--- src/hw/rtl/lmfb_pkg.sv ---
// Shared types and constants for the LED matrix frame store.
// Used by lmfb_ctrl, lmfb_datapath and led_matrix_framebuffer; no dependencies.
`timescale 1ns / 1ps

package lmfb_pkg;

    localparam int MAX_WIDTH   = 32;
    localparam int MAX_HEIGHT  = 32;
    localparam int COLOUR_BITS = 32;
    localparam int STORE_DEPTH = MAX_WIDTH * MAX_HEIGHT;
    localparam int ADDR_W      = $clog2(STORE_DEPTH);
    localparam int COORD_W     = 5;
    localparam int SIZE_W      = 6;
    localparam int OUT_COLOUR_W = 32;

    localparam logic [2:0] KIND_WRITE        = 3'd0;
    localparam logic [2:0] KIND_READ         = 3'd1;
    localparam logic [2:0] KIND_FILL         = 3'd2;
    localparam logic [2:0] KIND_CHECK_FILLED = 3'd3;
    localparam logic [2:0] KIND_CHECK_EMPTY  = 3'd4;

    localparam logic [1:0] REG_WIDTH      = 2'd0;
    localparam logic [1:0] REG_HEIGHT     = 2'd1;
    localparam logic [1:0] REG_SERPENTINE = 2'd2;
    localparam logic [1:0] REG_COL_MAJOR  = 2'd3;

    typedef enum logic [2:0] {
        ST_CLEAR,
        ST_IDLE,
        ST_SCAN,
        ST_DRAIN,
        ST_DONE
    } t_fb_state;

    typedef struct packed {
        logic clear_en;
        logic load;
        logic scan_en;
    } t_fb_cmd;

    typedef struct packed {
        logic clear_last;
        logic scan_last;
        logic has_pixels;
    } t_fb_stat;

    typedef struct packed {
        logic [SIZE_W-1:0] width;
        logic [SIZE_W-1:0] height;
        logic              serpentine;
        logic              col_major;
    } t_fb_cfg;

endpackage

--- src/hw/rtl/lmfb_ctrl.sv ---
// Sequencing state machine: clearing sweep, pixel scan, drain and result strobe.
// Depends on lmfb_pkg.
`timescale 1ns / 1ps

module lmfb_ctrl (
    input  logic               i_clk,
    input  logic               i_rst_n,
    input  logic               i_start,
    input  lmfb_pkg::t_fb_stat i_stat,
    output lmfb_pkg::t_fb_cmd  o_cmd,
    output logic               o_busy,
    output logic               o_done
);

    lmfb_pkg::t_fb_state r_state;
    lmfb_pkg::t_fb_state n_state;

    always_ff @(posedge i_clk) begin
        if (!i_rst_n) begin
            r_state <= lmfb_pkg::ST_CLEAR;
        end else begin
            r_state <= n_state;
        end
    end

    always_comb begin
        n_state = r_state;
        unique case (r_state)
            lmfb_pkg::ST_CLEAR: begin
                if (i_stat.clear_last) n_state = lmfb_pkg::ST_IDLE;
            end
            lmfb_pkg::ST_IDLE: begin
                if (i_start) begin
                    n_state = i_stat.has_pixels ? lmfb_pkg::ST_SCAN : lmfb_pkg::ST_DONE;
                end
            end
            lmfb_pkg::ST_SCAN: begin
                if (i_stat.scan_last) n_state = lmfb_pkg::ST_DRAIN;
            end
            lmfb_pkg::ST_DRAIN: n_state = lmfb_pkg::ST_DONE;
            lmfb_pkg::ST_DONE:  n_state = lmfb_pkg::ST_IDLE;
            default:            n_state = lmfb_pkg::ST_IDLE;
        endcase
    end

    always_comb begin
        o_cmd.clear_en = (r_state == lmfb_pkg::ST_CLEAR);
        o_cmd.load     = (r_state == lmfb_pkg::ST_IDLE) && i_start;
        o_cmd.scan_en  = (r_state == lmfb_pkg::ST_SCAN);
        o_busy         = (r_state != lmfb_pkg::ST_IDLE);
        o_done         = (r_state == lmfb_pkg::ST_DONE);
    end

endmodule

--- config.mk ---
export PLATFORM = sky130hd
export DESIGN_NAME = lmfb_ctrl
export DESIGN_NICKNAME = d
export VERILOG_FILES = /design/src/hw/rtl/lmfb_pkg.sv /design/src/hw/rtl/lmfb_ctrl.sv
export SDC_FILE = /design/constraint.sdc
export NUM_CORES = 1
export LEC_CHECK = 0
export BUFFER_PORTS_ARGS = -buffer_cell sky130_fd_sc_hd__buf_2
export CORE_AREA = 2 2 39 41
export DETAILED_ROUTE_END_ITERATION = 8
export DIE_AREA = 0 0 41 43
export PLACE_DENSITY = 0.34
export SYNTH_ARGS = -nofsm -noshare
export SYNTH_HDL_FRONTEND = slang
export SYNTH_SLANG_ARGS = --single-unit
--- constraint.sdc ---
create_clock -name i_clk -period 1.8 [get_ports i_clk]
set_clock_uncertainty 0.15 [all_clocks]
set_input_delay 0.09 -clock i_clk [delete_from_list [all_inputs] [get_ports i_clk]]
set_output_delay 0.09 -clock i_clk [all_outputs]
set_load 0.02 [all_outputs]
# After elaboration in Yosys (flattened, before gate mapping)

Index checks and enable logic that the tools add are counted.

Register bits after elaboration: 3
Output and inout bits: 5
Word-level logic and storage cells: 17

Equal/unequal tests: 8
Muxes and demuxes: 5
Reduce and logical (&&, ||, !) cells: 3

Operators with widths:

| cell                                                                   | number |
|---|---|
| 3-bit two-way mux                                                      | 4 |
| 3-bit case mux with 4 select lines                                     | 1 |
| 3-bit by 2-bit equality test with 1-bit output (second input constant) | 2 |
| 2-bit != test (second input constant)                                  | 3 |
| 3-bit by 1-bit equality test with 1-bit output (second input constant) | 1 |
| 3-bit equality test (second input constant)                            | 1 |
| 3-bit logical NOT                                                      | 1 |
| 3-bit by 1-bit != test with 1-bit output (second input constant)       | 1 |
| 3-bit AND reduction                                                    | 1 |
| 1-bit logical AND                                                      | 1 |

# Longest topological paths before layout

Depth in word-level cells: 3
Gate-level depth with buffers: 4

# Worst setup path after synthesis

No wires, ideal clock.

Path type: register to output
From: reg r_state[0]
To: out o_cmd[1] (netlist bit)
Arrival: 1.069 ns
Data required time: 1.560 ns
Path slack: 0.491 ns
Stages on the path, launching flop included: 4
Buffers on the path: 0
Cell sequence: dfxtp_1 > inv_2 > or3_4 > nor2_2

RTL lines:

| what                   | RTL line        | text |
|---|---|---|
| from (decl)            | lmfb_ctrl.sv:15 | `lmfb_pkg::t_fb_state r_state;` |
| from (signal assigned) | lmfb_ctrl.sv:20 | `r_state <= lmfb_pkg::ST_CLEAR;` |
| from (signal assigned) | lmfb_ctrl.sv:22 | `r_state <= n_state;` |
| to (decl)              | lmfb_ctrl.sv:10 | `output lmfb_pkg::t_fb_cmd o_cmd,` |

# Worst setup path in the final report

From: in i_stat[2] (netlist bit)
To: reg r_state[0]

Word-level cells in the longest chain between the ends: 2

RTL lines:

| what                          | RTL line       | text |
|---|---|---|
| from (decl)                   | lmfb_ctrl.sv:9 | `input lmfb_pkg::t_fb_stat i_stat,` |
| 2-bit != test (no line)       | n/a            |  |
| 3-bit AND reduction (no line) | n/a            |  |

Every way passes these cells.
A chain may end at the register's enable or synchronous reset.

==> results.cfg <==
[power]
total_power_mw = 0.247
netSwitchingFraction = 0.269
pwr-share-comb = 0.215
p_sw_mw = 0.0664
internal_power_mw = 0.181
p_per_area_mw_per_mm2 = 819
leakagePower_nw = 0.133
p_clk_frac = 0.467
max-vdd-ir-drop_uv = 237
power_frac_seq = 0.318

[routing]
postRouteWirelength_microns = 474
drc = 0
drt_iter0_drc = 0
ant_nets = 0
drtPass1Iterations = 1
wl_per_cell_microns = 8.78
vias_per_cell = 3.83
vias = 207

[clock_network]
cts_inserted_buffers = 3
htreeDepth = 1
cts_tree = done
clkTransAtPathRegs_ns = 0.04
post_cts_buffers = 0
ctsResizeCount = 0
clk_latency_ns = 0.23
cts_root_buf = clkbuf_4
clock_path_buffers = 2
clock-sinks = 3
cts_hold_buf = 3

[synthesis]
synthDistinctLibCells = 15
synth_top_area_share = 0.333
synth_area_leaders = dfxtp_1 (33%), nor3b_1 (13%), a21oi_1 (8.3%)
synth_top_area_cell = dfxtp_1
syn_inst = 22
ys_ff_latch = 3
synthesis.nets = 28
netlist_area_sq_um = 180
yosys_warnings = 0
synth.avg_cell_area_sq_um = 8.19
yosysSeqAreaShare = 0.333

[timing]
setup_viol = 0
fmax_ghz = 0.627
min_period_ns = 1.59
fin_tns_setup_ns = 0
hold_violations = 0
setup_ws_ns = 0.206
rsz0062_at_grt = false
relSlewSlack = 0.817
slew_violations = 0
period_share = 0.885
worstMarginPinSlew_ns = 0.275

[grt]
grt_start_max_net_pins = 11
grt_pass1_vias = 181
antenna_found_initial = 0
gr-total-overflow = 0
grt_first_pass_wirelength_microns = 717
track_usage = 0.0693

[worst_setup_path]
critical_path_class = in2reg
crit_required_ns = 1.77
r2r-end = r_state[0]
cp_max_fo = 1
critPathLaunchType = input pin
max_stage_delay_ns = 0.59
r2r_setup_slack_ns = 0.21
cp_common_cell = dlygate4sd3_1
path_buf_inv = 3
cpMaxStageDelayCell = dlygate4sd3_1
path_cells = dlygate4sd3_1 > buf_2 > o41ai_1 > dlygate4sd3_1 > nor2_1
r2r_cells = 3
worstPathArrival_ns = 1.56
crit_path_end_kind = flip-flop
cp_top_family = buffers and inverters
worst_r2r_startpoint = r_state[2]

[hold_path]
min_to = r_state[2]
min_path_type = in2reg
hold_depth = 4
worstHoldStart = i_stat[0]

[place]
globalplace.congestion = 0.584
pre_cts_ws_ns = 0.459
dpl.hpwl_microns = 365
port_buffers = 10

[floorplanning]
io_pins = 11
start_util = 0.130
rows = 14
die_area_sq_mm = 0.00176
die_x_microns = 41
core_sq_mm = 0.00138
die_height_microns = 43

[final_layout]
largest_reg_flops = 3
top_register = r_state
largestRegisters = r_state: 3 flops
syn_to_final_growth_pct = 67.4
final_common_cell = buf_2
nets = 45
n_antenna_cell = 0
n_fill_cell = 165
final_layout_size_suffix_gt1_frac = 0.447

[run_status]
status = complete, no violations

[flow_run]
drv_cap = 0
[synth_stat cells (all sizes together)]
cell    count
nor2        2
o21ai       1
o41ai       1
a21oi       3
nor4b       1
and4b       1
buf         1
or3         1
nand2b      1
inv         3
dfxtp       3
nor3        1
nor3b       3
[through the flow]
step           hold WS, ns  utilization  std cells  cell area, sq um
6_report            0.0450        0.218         54               302
5_1_grt             0.0650        0.218         54               302
4_1_cts             0.0398        0.218         54               302
3_5_place_dp         0.182        0.177         47               245
3_3_place_gp         0.187        0.177         47               245
2_1_floorplan       0.0605            -         22               180
[final cells by class]
class,instances,area [sq um],share of cell area
multi-input combinational,15,104,0.344
timing repair buffer,13,80.1,0.266
sequential,3,60.1,0.199
clock buffer,4,26.3,0.0871
tap,16,20.0,0.0664
inverter,3,11.3,0.0373
[worst max-delay path by stage]
stage	start	to	slack (ns)	depth (start not counted)
detailed placement	r_state[0]	o_cmd[1]	0.46	4
global placement	r_state[0]	o_cmd[1]	0.48	4
floorplan	r_state[0]	o_cmd[1]	0.49	3
CTS	r_state[0]	o_cmd[1]	0.20	4
finish	i_stat[2]	r_state[0]	0.21	5
global route	r_state[0]	o_cmd[1]	0.11	4
[power groups by stage]
stage | clock [mW] | combinational [mW] | sequential, mW
floorplan | 0 | 0.0335 | 0.0763
global placement | 0 | 0.0473 | 0.0794
detailed placement | 0 | 0.0477 | 0.0798
CTS | 0.124 | 0.0538 | 0.0787
global route | 0.135 | 0.0587 | 0.0800
finish | 0.115 | 0.0531 | 0.0786
[cells by family after synthesis]
group / after synthesis / synth area share
and+or+nand+nor: 10 / 0.417
buffers and inverters: 4 / 0.0902
DFF: 3 / 0.333
AOI/OAI and AO/OA: 5 / 0.160
[worst min-delay path: stages]
cell and delay [ns]:
buf_2 0.08, inv_1 0.03, a21oi_1 0.11, nor4b_1 0.06
[per-layer routing]
metal,track usage,vias up,part of all wire
met4,0.0800,0,0
met3,0.0628,0,0.13
li1,-,110,-
met2,0.0688,11,0.39
met1,0.0740,86,0.48
met5,0,-,0
No activity file was read; power rests on OpenSTA's default activity.
